===== src/rtl/lzwvc_pkg.sv =====
// Shared types and fixed constants of the LZW variable-width compressor.
// No dependencies.
package lzwvc_pkg;

   localparam int CODE_BITS  = 12;  // dictionary code and prefix width
   localparam int NFC_BITS   = 13;  // next free code counter width
   localparam int WIDTH_BITS = 4;   // code width register
   localparam int BYTE_BITS  = 8;
   localparam int OUT_BITS   = 32;  // packed_word port width
   localparam int MAX_WIDTH  = 12;  // widest code

   localparam logic MODE_DATA = 1'b0;
   localparam logic MODE_STOP = 1'b1;

   // Packer status for one code
   typedef struct packed {
      logic emit;     // a word is completed by this code
      logic last;     // that word closes the stream
      logic second;   // a tail word is still left in the buffer for flush
   } pack_ctl_type;

endpackage


===== src/rtl/lzwvc_packer.sv =====
// Combinational MSB-first code packer: appends one code to the word buffer.
// Depends on lzwvc_pkg.
module lzwvc_packer #(
   parameter int WORD_BITS = 32
) (
   input  logic [lzwvc_pkg::CODE_BITS-1:0]  code,
   input  logic [lzwvc_pkg::WIDTH_BITS-1:0] width,
   input  logic                             flush,
   input  logic [WORD_BITS-1:0]             buf_cur,
   input  logic [$clog2(WORD_BITS+1)-1:0]   fill_cur,
   output lzwvc_pkg::pack_ctl_type          ctl,
   output logic [WORD_BITS-1:0]             word_out,
   output logic [WORD_BITS-1:0]             buf_nxt,
   output logic [$clog2(WORD_BITS+1)-1:0]   fill_nxt
);

   localparam int FW = $clog2(WORD_BITS + 1);

   logic [lzwvc_pkg::CODE_BITS-1:0] mask;
   logic [WORD_BITS-1:0]            c;
   logic [FW:0]                     sum;
   logic [FW:0]                     excess;
   logic [WORD_BITS-1:0]            merged;

   always_comb begin
      mask   = lzwvc_pkg::CODE_BITS'((13'(1) << width) - 13'(1));
      c      = WORD_BITS'(code & mask);
      sum    = (FW+1)'(fill_cur) + (FW+1)'(width);
      excess = sum - (FW+1)'(WORD_BITS);
      ctl      = '0;
      word_out = '0;
      buf_nxt  = buf_cur;
      fill_nxt = fill_cur;
      merged   = '0;
      if (sum <= (FW+1)'(WORD_BITS)) begin
         // code fits in the current word
         merged = buf_cur | (c << ((FW+1)'(WORD_BITS) - sum));
         if (sum == (FW+1)'(WORD_BITS) || flush) begin
            ctl.emit = 1'b1;
            ctl.last = flush;
            word_out = merged;
            buf_nxt  = '0;
            fill_nxt = '0;
         end else begin
            buf_nxt  = merged;
            fill_nxt = FW'(sum);
         end
      end else begin
         // code straddles two words
         ctl.emit   = 1'b1;
         word_out   = buf_cur | (c >> excess);
         buf_nxt    = c << ((FW+1)'(WORD_BITS) - excess);
         fill_nxt   = FW'(excess);
         ctl.second = flush;
      end
   end

endmodule

===== config.mk =====
export PLATFORM = sky130hd
export DESIGN_NAME = lzwvc_packer
export DESIGN_NICKNAME = d
export VERILOG_FILES = /design/src/rtl/lzwvc_pkg.sv /design/src/rtl/lzwvc_packer.sv
export SDC_FILE = /design/constraint.sdc
export NUM_CORES = 1
export LEC_CHECK = 0
export BUFFER_PORTS_ARGS = -buffer_cell sky130_fd_sc_hd__buf_2
export CORE_MARGIN = 4
export CORE_UTILIZATION = 45
export DETAILED_ROUTE_END_ITERATION = 8
export GPL_TIMING_DRIVEN = 0
export MAX_ROUTING_LAYER = met4
export PLACE_DENSITY = 0.74
export SYNTH_ARGS = -nofsm -noshare
export SYNTH_HDL_FRONTEND = slang
export SYNTH_SLANG_ARGS = --single-unit

===== constraint.sdc =====
create_clock -name vclk -period 11.6
set_input_delay 2.32 -clock vclk [all_inputs]
set_output_delay 2.32 -clock vclk [all_outputs]
set_load 0.01 [all_outputs]

==> results of run 1 <==
==> per-layer routing <==
layer | vias up | routed length [um] | track usage
li1 | 2470 | - | -
met4 | 0 | 599 | 0.1098
met2 | 477 | 7864 | 0.5672
met5 | - | 0 | -
met1 | 2602 | 7206 | 0.5312
met3 | 56 | 2414 | 0.06352
==> placed cells by master, fill, tap and decap left out, types with 5 or more instances in the layout <==
cell	netlist	routed
sky130_fd_sc_hd__ha_1	8	8
sky130_fd_sc_hd__nand4_1	14	14
sky130_fd_sc_hd__a32oi_1	6	6
sky130_fd_sc_hd__o2111ai_1	10	10
sky130_fd_sc_hd__o211ai_1	27	27
sky130_fd_sc_hd__o21ai_0	37	37
sky130_fd_sc_hd__a211oi_1	8	8
sky130_fd_sc_hd__and2_1	9	9
sky130_fd_sc_hd__nor3_1	29	29
sky130_fd_sc_hd__nand2b_1	5	5
sky130_fd_sc_hd__a22o_1	8	8
sky130_fd_sc_hd__clkbuf_1	23	23
sky130_fd_sc_hd__a31oi_1	21	21
sky130_fd_sc_hd__inv_1	18	18
sky130_fd_sc_hd__buf_2	17	145
sky130_fd_sc_hd__nand3_1	35	35
sky130_fd_sc_hd__o31ai_1	7	7
sky130_fd_sc_hd__o21ai_1	5	5
sky130_fd_sc_hd__nand2_1	50	50
sky130_fd_sc_hd__nor2_1	42	42
sky130_fd_sc_hd__a21oi_1	20	20
sky130_fd_sc_hd__o221ai_1	12	12
sky130_fd_sc_hd__a32o_1	9	9
sky130_fd_sc_hd__o22ai_1	15	15
sky130_fd_sc_hd__nor4_1	5	5
==> through the flow <==
stage / hold WS [ns] / worst slack, ns / total power, uW
after detailed placement: 4.944 / 2.933 / 457.0
after global placement: 4.944 / 2.941 / 455.2
after CTS: 4.944 / 2.912 / 459.5
after floorplan: 4.763 / 4.007 / 303.2
final: 4.946 / 2.724 / 481.5
after global routing: 4.968 / 2.572 / 509.6
==> worst paths after layout <==
path | from | endpoint | slack (ns) | cells after the start
max | width[1] | buf_nxt[0] | 2.72 | 13
min | buf_cur[14] | word_out[14] | 4.95 | 4
==> power by group <==
group / total [uW] / leakage [uW] / internal [uW] / switching, uW
sequential: 0 / 0 / 0 / 0
combinational: 481 / 0.00178 / 152 / 330
clock: 0 / 0 / 0 / 0
==> critical path, cell delays in order <==
cell and delay (ns):
sky130_fd_sc_hd__buf_2 0.17, sky130_fd_sc_hd__buf_2 0.24, sky130_fd_sc_hd__inv_1 0.13, sky130_fd_sc_hd__fa_1 0.54, sky130_fd_sc_hd__nand2b_1 0.20, sky130_fd_sc_hd__a21oi_2 0.25
sky130_fd_sc_hd__nand3_1 0.36, sky130_fd_sc_hd__ha_1 0.43, sky130_fd_sc_hd__xor2_1 0.20, sky130_fd_sc_hd__o41ai_4 0.64, sky130_fd_sc_hd__nand2_1 0.46, sky130_fd_sc_hd__o22ai_1 0.41
sky130_fd_sc_hd__buf_2 0.20
==> cells in the mapped netlist (9+ instances only) <==
master | n | area [um2]
sky130_fd_sc_hd__a21oi_1 | 20 | 100.1
sky130_fd_sc_hd__a31oi_1 | 21 | 131.4
sky130_fd_sc_hd__a32o_1 | 9 | 90.09
sky130_fd_sc_hd__and2_1 | 9 | 56.30
sky130_fd_sc_hd__buf_2 | 17 | 85.08
sky130_fd_sc_hd__clkbuf_1 | 23 | 86.33
sky130_fd_sc_hd__inv_1 | 18 | 67.56
sky130_fd_sc_hd__nand2_1 | 50 | 187.7
sky130_fd_sc_hd__nand3_1 | 35 | 175.2
sky130_fd_sc_hd__nand4_1 | 14 | 87.58
sky130_fd_sc_hd__nor2_1 | 42 | 157.7
sky130_fd_sc_hd__nor3_1 | 29 | 145.1
sky130_fd_sc_hd__o2111ai_1 | 10 | 87.58
sky130_fd_sc_hd__o211ai_1 | 27 | 202.7
sky130_fd_sc_hd__o21ai_0 | 37 | 185.2
sky130_fd_sc_hd__o221ai_1 | 12 | 105.1
sky130_fd_sc_hd__o22ai_1 | 15 | 93.84
==> logic make-up after synthesis <==
kind of cell | after synthesis
mux | 8
xor+xnor | 11
buf+inv | 64
compound gates | 236
fa+ha+maj | 9
simple gates | 221
==> area by class of cell <==
type,instances,area [um2]
timing repair buffer,128,640.6
multi-input combinational,485,3259
buffer,45,197.7
fill,796,3391
tap,102,127.6
inverter,19,71.32
==> metrics.md, run 1 <==
| Metric | Value |
|---|---|
| Max transition margin | 0.3599 |
| Static power due to leakage | between 0.0015 and 0.002 uW |
| Mux cell area share after synthesis | 0.03369 |
| Share of final-layout standard cells stronger than drive strength 1 | 0.2614 |
| Number of DRC markers after the initial detailed-route iteration | 717 |
| Number of global-route vias before repair | just under 5000 |
| Die area | 9322 um2 |
| Post-Layout Cell Count | approximately 780 |
| Share of synthesized cell area in full adder, half adder and majority cells | 0.03404 |
| Kind of launch point of the worst setup path | input pin |
| Total global routing track utilization | 0.3818 |
| Area share of and/or/nand/nor cells after synthesis | 0.3220 |
| DRC violation count after routing | 0 |
| Combinational family with the most area after synthesis | compound AO/OA/AOI/OAI gates |
| Worst EP required | slightly above 9 ns |
| Synthesized area per cell | ~6.4 um2 |
| Data arrival at the endpoint of the critical path | ~6.6 ns |
| Area occupied by registers | 0 um2 |
| Leftover overflow at the end of global routing | 0 |
| Portion of the post-synthesis area used by sequential elements | 0 |
| Unrepaired setup endpoints after global routing | false |
| Core utilization of the finished layout | 0.5589 |
| Total wire length | between 15000 and 20000 um |
| Peak VDD IR | between 60 and 70 uV |
| Maximum number of pins on one net before global-route repair | 11 |
| Initial antenna violation count | 0 |
| Synth-to-Final Area Change | 21.77% |
| Synth Instances | approximately 550 |
| Final Critical Period | ~9 ns |
| Final total negative setup slack | 0 ns |
| Y dimension of the die | slightly below 100 um |
| Fraction of synthesized cell area in xor and xnor cells | 0.03582 |
| Total core area | roughly 7700 um2 |
| Die W | 96.55 um |
| Global-route wire length before repair | about 27000 um |
| Hold WC Path Type | input pin to output pin |
| Hold buffer count at cts | 0 |
| Post-CTS Setup Inserts | 0 |
| CP Class | input pin to output pin |
| Starting utilization of the core area | 0.4590 |
| Placement row count | 32 |
| Result of the run | complete, no violations |
| Area of the mapped netlist | about 3500 um2 |
| Post-cts sizing count | 0 |
| Port-buffer cells | roughly 130 |
| Instance area after placement | 4297 um2 |
| Total number of sequential cells | 0 |
| Router iterations before antenna repair | 5 |
| I/O pin count | between 100 and 150 |
| Number of pins exceeding their max-slew limit in the final report | 0 |
| Share of the cycle needed by the critical path after routing | 0.7652 |
| Number of diodes added for antenna fixing | 0 |
| Power per Cell Area | about 110 nW/um2 |
| Final HPWL DP | approximately 14000 um |
| Final Hold Fails | 0 |
| CP endpoint kind | output pin |
| Biggest fanout along the worst timing path | 10 |
| Detail Route Antenna Nets | 0 |
| Clock buffer count in the final layout | 0 |
| Wire per inst | about 23 um |
| # Max-Cap Violations | 0 |
| Number of distinct library cells after synthesis | between 80 and 90 |
| Post-placement cell count | 779 |
| Via/cell ratio | 7.195 |
| Final weighted congestion of routability-driven global placement | approximately 1.0 |
| Worst Max-Slew Pin Slew | around 0.95 ns |
| Synth Net Count | between 600 and 700 |
| Final setup violating endpoints | 0 |
| Synthesized-area fraction occupied by ao, oa, aoi and oai cells | 0.4982 |
| Fmax | roughly 110 MHz |
| Vias | approximately 5600 |
| Post-route cell area | between 4000 and 5000 um2 |
| Nets | between 700 and 800 |
| Number of warnings issued by yosys | 0 |
(Power assumes the default switching activity.)
==> run 2, diff against run 1 <==
Settings changed: ABC_AREA set to 1, PLACE_DENSITY 0.74 to 0.75.
Clock period 11.6 ns to 7.3 ns, I/O delays scaled along.
==> metrics.md, run 2 <==
| Metric | Value |
|---|---|
| Result of the run | complete, no violations |
| Via/cell ratio | approximately 5.7 |
| Number of warnings issued by yosys | 0 |
| Number of global-route vias before repair | 5299 |
| Min-Delay Endpoint | word_out[1] |
| Cell type contributing the most total cell area after synthesis | sky130_fd_sc_hd__nand2_1 |
| Post-placement cell count | roughly 1100 |
| Share of the cycle needed by the critical path after routing | 0.8758 |
| Post-CTS Setup Inserts | 0 |
| I/O pin count | approximately 130 |
| Biggest fanout along the worst timing path | 9 |
| Most frequent cell after synthesis | sky130_fd_sc_hd__nand2_1 |
| Final Hold Fails | 0 |
| Placement row count | 33 |
| Area occupied by registers | 0 um2 |
| DRC violation count after routing | 0 |
| Number of DRC markers after the initial detailed-route iteration | around 590 |
| Post-synth top cells | sky130_fd_sc_hd__nand2_1, sky130_fd_sc_hd__nand3_1, sky130_fd_sc_hd__inv_1, sky130_fd_sc_hd__nor2_1, sky130_fd_sc_hd__o21ai_0 |
| CP endpoint kind | output pin |
| Hold WC Path Type | input pin to output pin |
| Post-Layout Cell Count | 1067 |
| Die W | 101.5 um |
| Power per Cell Area | 165.3 nW/um2 |
| Slowest Stage Delay on Critical Path | slightly above 0.4 ns |
| # Max-Cap Violations | 0 |
| Leftover overflow at the end of global routing | 0 |
| Vias | around 6000 |
| Worst Max-Slew Pin Slew | 0.6040 ns |
| Portion of the post-synthesis area used by sequential elements | 0 |
| Total global routing track utilization | 0.3324 |
| Share of final-layout standard cells stronger than drive strength 1 | 0.1975 |
| Unrepaired setup endpoints after global routing | false |
| Final Critical Period | between 6 and 7 ns |
| Fmax | between 150 and 200 MHz |
| Number of diodes added for antenna fixing | 0 |
| Router iterations before antenna repair | 5 |
| Worst EP required | just under 6 ns |
| Synth-to-Final Area Change | 19.62% |
| Portion of synthesized cell area occupied by the leading cell type | 0.3091 |
| Synth Net Count | between 800 and 900 |
| Peak VDD IR | slightly above 80 uV |
| Starting utilization of the core area | 0.4718 |
| Port-buffer cells | 128 |
| Post-cts sizing count | 0 |
| Die area | between 10000 and 15000 um2 |
| Clock buffer count in the final layout | 0 |
| CP Class | input pin to output pin |
| Commonest non-fill, non-tap cell in the layout | sky130_fd_sc_hd__nand2_1 |
| Static power due to leakage | 0.002723 uW |
| Cell at the slowest stage of the critical path | sky130_fd_sc_hd__fa_1 |
| Max transition margin | 0.5931 |
| Worst Hold Launch | buf_cur[1] |
| Y dimension of the die | roughly 100 um |
| Nets | just over 1000 |
| Kind of launch point of the worst setup path | input pin |
| Maximum number of pins on one net before global-route repair | 11 |
| Synth top area cells | sky130_fd_sc_hd__nand2_1, sky130_fd_sc_hd__nand3_1, sky130_fd_sc_hd__o21ai_0 |
| Number of pins exceeding their max-slew limit in the final report | 0 |
| Filler Cells Inserted | 968 |
| Final setup violating endpoints | 0 |
| Hold buffer count at cts | 0 |
| Number of distinct library cells after synthesis | 46 |
| Cells on Worst Hold Path | 4 |
| Initial antenna violation count | 0 |
| Final total negative setup slack | 0 ns |
| Cell type with the highest occurrence count on the critical path | sky130_fd_sc_hd__nand2_1 |
| Most used cells in the layout excluding fill and tap cells | sky130_fd_sc_hd__nand2_1, sky130_fd_sc_hd__buf_2, sky130_fd_sc_hd__nand3_1 |
| Data arrival at the endpoint of the critical path | between 4 and 5 ns |
| Global-route wire length before repair | 26630 um |
| Hold slack | 3.252 ns |
| Synth Instances | roughly 830 |
| Ordered cell list for the critical path | buf_2 -> ha_1 -> inv_1 -> fa_1 -> inv_1 -> nand3_1 -> nand2_1 -> nand2_1 -> nor2_2 -> inv_2 -> ha_1 -> nand3b_1 -> nand2_2 -> inv_4 -> nand3_1 -> nand2_1 -> nand2_1 -> o21ai_0 -> or2_2 -> nand3_1 -> nand2_1 -> buf_2 |
| Total wire length | between 15000 and 20000 um |
| Total core area | between 8000 and 9000 um2 |
| Area of the mapped netlist | 3935 um2 |
| Detail Route Antenna Nets | 0 |
| Synthesized area per cell | around 4.7 um2 |
| Final weighted congestion of routability-driven global placement | between 0.9 and 1 |
| Wire per inst | 16.09 um |
| Final HPWL DP | 14510 um |
| Total number of sequential cells | 0 |
## run 2: cell count changes after synthesis, sizes merged, moves of 9 or more
| cell | delta |
|---|---|
| o221ai | -12 |
| o2111ai | -10 |
| o21ai | +46 |
| inv | +73 |
| o22ai | -15 |
| o211ai | -14 |
| a211oi | -9 |
| nor3 | -27 |
| a32o | -9 |
| nand2 | +285 |
| a31oi | -18 |
| nor2 | +25 |
| nand3 | +70 |
## run 2: how the worst max path moves through the flow
| stage | cells after the start | start | endpoint |
|---|---|---|---|
| 3_5_place_dp | 22 | width[0] | buf_nxt[31] |
| 3_3_place_gp | 22 | width[0] | buf_nxt[31] |
| 5_1_grt | 23 | width[0] | buf_nxt[20] |
| 2_1_floorplan | 21 | width[0] | buf_nxt[26] |
| 6_report | 22 | width[0] | buf_nxt[31] |
| 4_1_cts | 22 | width[0] | buf_nxt[31] |
## run 2: kinds of logic (layout without fill, tap and decap cells)
kind of cell    after synthesis  after routing  synth area share
simple gates                537            537            0.6025
buf+inv                     133            261            0.1358
compound gates              150            150            0.2127
mux                           2              2          0.005088
fa+ha+maj                     9              9           0.03053
xor+xnor                      3              3           0.01336
## run 2: critical path: cells and delay by family
family	cells	cell delay (ns)
and+or+nand+nor	12	1.77
adders and majority gates	3	0.91
buffers and inverters	6	0.62
AOI/OAI and AO/OA	1	0.16
## run 2: layout make-up
cell class                 instances  area (um2)  share of cell area
multi-input combinational        701        3401              0.7225
timing repair buffer             128       640.6              0.1361
inverter                          92       350.3             0.07443
buffer                            41       183.9             0.03907
tap                              105       131.4             0.02791
## run 2: per-stage QoR
stage / utilization / setup slack [ns] / instance area (um2) / total power, uW
global placement: 0.5644 / 1.052 / 4707 / 752.4
CTS: 0.5644 / 1.009 / 4707 / 755.4
floorplan: - / 1.839 / 3935 / 517.8
detailed placement: 0.5644 / 1.017 / 4707 / 753.1
finish: 0.5644 / 0.9069 / 4707 / 777.9
global route: 0.5644 / 0.6678 / 4707 / 853.2
## run 2: power by group
group | internal, uW | switching [uW] | total, uW | leakage [uW]
logic | 235 | 542 | 778 | 0.00272
clock network | 0 | 0 | 0 | 0
registers | 0 | 0 | 0 | 0
## run 2: routing by layer
metal  up-vias  GRT usage  share of wire  wire length (um)
li1       2968          -              -                 -
met1      2696     0.4832           0.43              7411
met2       349     0.4899           0.43              7312
met3        30    0.04270           0.12              2098
met4         0    0.06646          0.020               346
met5         -          -              0                 0
==> run 3, diff against run 2 <==
Settings changed: RECOVER_POWER set to 50.
==> metrics.md, run 3 (synthesized netlist as in run 2, its figures left out) <==
| Metric | Value |
|---|---|
| Static power due to leakage | 0.002658 uW |
| Fraction of power spent switching nets | 0.7011 |
| Worst Hold Launch | buf_cur[1] |
| Vias | ~6000 |
| Share of final-layout standard cells stronger than drive strength 1 | 0.1715 |
| Detail Route Antenna Nets | 0 |
| Number of global-route vias before repair | 5299 |
| Total power | between 700 and 800 uW |
| Router iterations before antenna repair | 5 |
| Synth-to-Final Area Change | 18.76% |
| Nets | between 1000 and 1500 |
| Part of the total power dissipated in the clock network | 0 |
| Placement row count | 33 |
| Total global routing track utilization | 0.3324 |
| Data arrival at the endpoint of the critical path | approximately 5.2 ns |
| Fmax | 150.4 MHz |
| DRC violation count after routing | 0 |
| Total number of sequential cells | 0 |
| Power per Cell Area | roughly 170 nW/um2 |
| Worst EP required | 5.84 ns |
| Final setup violating endpoints | 0 |
| Biggest fanout along the worst timing path | 10 |
| CP Class | input pin to output pin |
| Port-buffer cells | 128 |
| Worst Max-Slew Pin Slew | a little over 0.6 ns |
| Kind of launch point of the worst setup path | input pin |
| Peak VDD IR | just over 80 uV |
| Global-route wire length before repair | around 27000 um |
| # Max-Cap Violations | 0 |
| Post-CTS Setup Inserts | 0 |
| Commonest non-fill, non-tap cell in the layout | sky130_fd_sc_hd__nand2_1 |
| Post-cts sizing count | 0 |
| Final weighted congestion of routability-driven global placement | between 0.9 and 1 |
| Instance area after placement | 4707 um2 |
| Y dimension of the die | roughly 100 um |
| Maximum number of pins on one net before global-route repair | 11 |
| Clock buffer count in the final layout | 0 |
| Combinational share of power | 1.000 |
| Max transition margin | 0.5826 |
| Hold buffer count at cts | 0 |
| Total core area | ~8300 um2 |
| Final Critical Period | around 6.6 ns |
| Hold WC Path Type | input pin to output pin |
| Starting utilization of the core area | 0.4718 |
| Leftover overflow at the end of global routing | 0 |
| Final total negative setup slack | 0 ns |
| Share of the cycle needed by the critical path after routing | 0.9109 |
| Final Hold Fails | 0 |
| Number of diodes added for antenna fixing | 0 |
| Total area of multi-input combinational cells | 3391 um2 |
| Number of DRC markers after the initial detailed-route iteration | 631 |
| Result of the run | complete, no violations |
| Post-route cell area | about 4700 um2 |
| Most used cells in the layout excluding fill and tap cells | sky130_fd_sc_hd__nand2_1, sky130_fd_sc_hd__buf_2, sky130_fd_sc_hd__nand3_1 |
| P_sw | 541.5 uW |
| Critical Path Source | width[0] |
| I/O pin count | ~130 |
| Final HPWL DP | between 10000 and 15000 um |
| CP endpoint kind | output pin |
| Die W | about 100 um |
| Filler Cells Inserted | 978 |
| Wire per inst | 16.05 um |
| Initial antenna violation count | 0 |
| Total wire length | about 17000 um |
| Unrepaired setup endpoints after global routing | false |
| Number of pins exceeding their max-slew limit in the final report | 0 |
| Die area | slightly above 10000 um2 |
| Area occupied by registers | 0 um2 |
| Flop pwr share | 0 |
| Internal power summed over all cells | between 200 and 250 uW |
| Via/cell ratio | 5.631 |
## run 3: power groups by stage
stage | combinational (uW) | clock [uW] | sequential [uW]
floorplan | 518 | 0 | 0
global placement | 752 | 0 | 0
detailed placement | 753 | 0 | 0
CTS | 755 | 0 | 0
global route | 848 | 0 | 0
finish | 772 | 0 | 0
## run 3: cell type report
type / instances / share of cell area
buffer: 41 / 0.03882
timing repair buffer: 128 / 0.1325
tap: 105 / 0.02811
multi-input combinational: 701 / 0.7256
inverter: 92 / 0.07497
## run 3: path summary, 6_finish.rpt
check,depth (start not counted),slack (ns),to
worst max-delay path,16,0.65,buf_nxt[2]
worst min-delay path,4,3.25,word_out[1]
## run 3: stage by stage
stage,worst slack (ns),cells,hold slack [ns],util
floorplan,1.839,834,3.029,-
global placement,1.052,1067,3.249,0.5644
detailed placement,1.017,1067,3.253,0.5644
CTS,1.009,1067,3.254,0.5644
global route,0.3813,1067,3.284,0.5603
finish,0.6507,1067,3.253,0.5603
## run 3: worst max-delay path, cell delays in order
cell                       delay, ns
sky130_fd_sc_hd__buf_2          0.14
sky130_fd_sc_hd__ha_1           0.29
sky130_fd_sc_hd__buf_2          0.19
sky130_fd_sc_hd__inv_1          0.16
sky130_fd_sc_hd__clkbuf_1       0.44
sky130_fd_sc_hd__ha_1           0.32
sky130_fd_sc_hd__clkbuf_1       0.22
sky130_fd_sc_hd__inv_1          0.28
sky130_fd_sc_hd__clkbuf_1       0.45
sky130_fd_sc_hd__nand2_1        0.16
sky130_fd_sc_hd__o21ai_1        0.15
sky130_fd_sc_hd__nand3_1        0.15
sky130_fd_sc_hd__o21ai_0        0.33
sky130_fd_sc_hd__nand2_1        0.18
sky130_fd_sc_hd__o21ai_1        0.12
sky130_fd_sc_hd__buf_2          0.15
## run 3: per-layer routing
metal	track usage	vias to the layer above	wire, um
met2	0.4899	334	7248
li1	-	2974	-
met3	0.04270	39	2112
met4	0.06646	0	369
met1	0.4832	2661	7395
met5	-	-	0
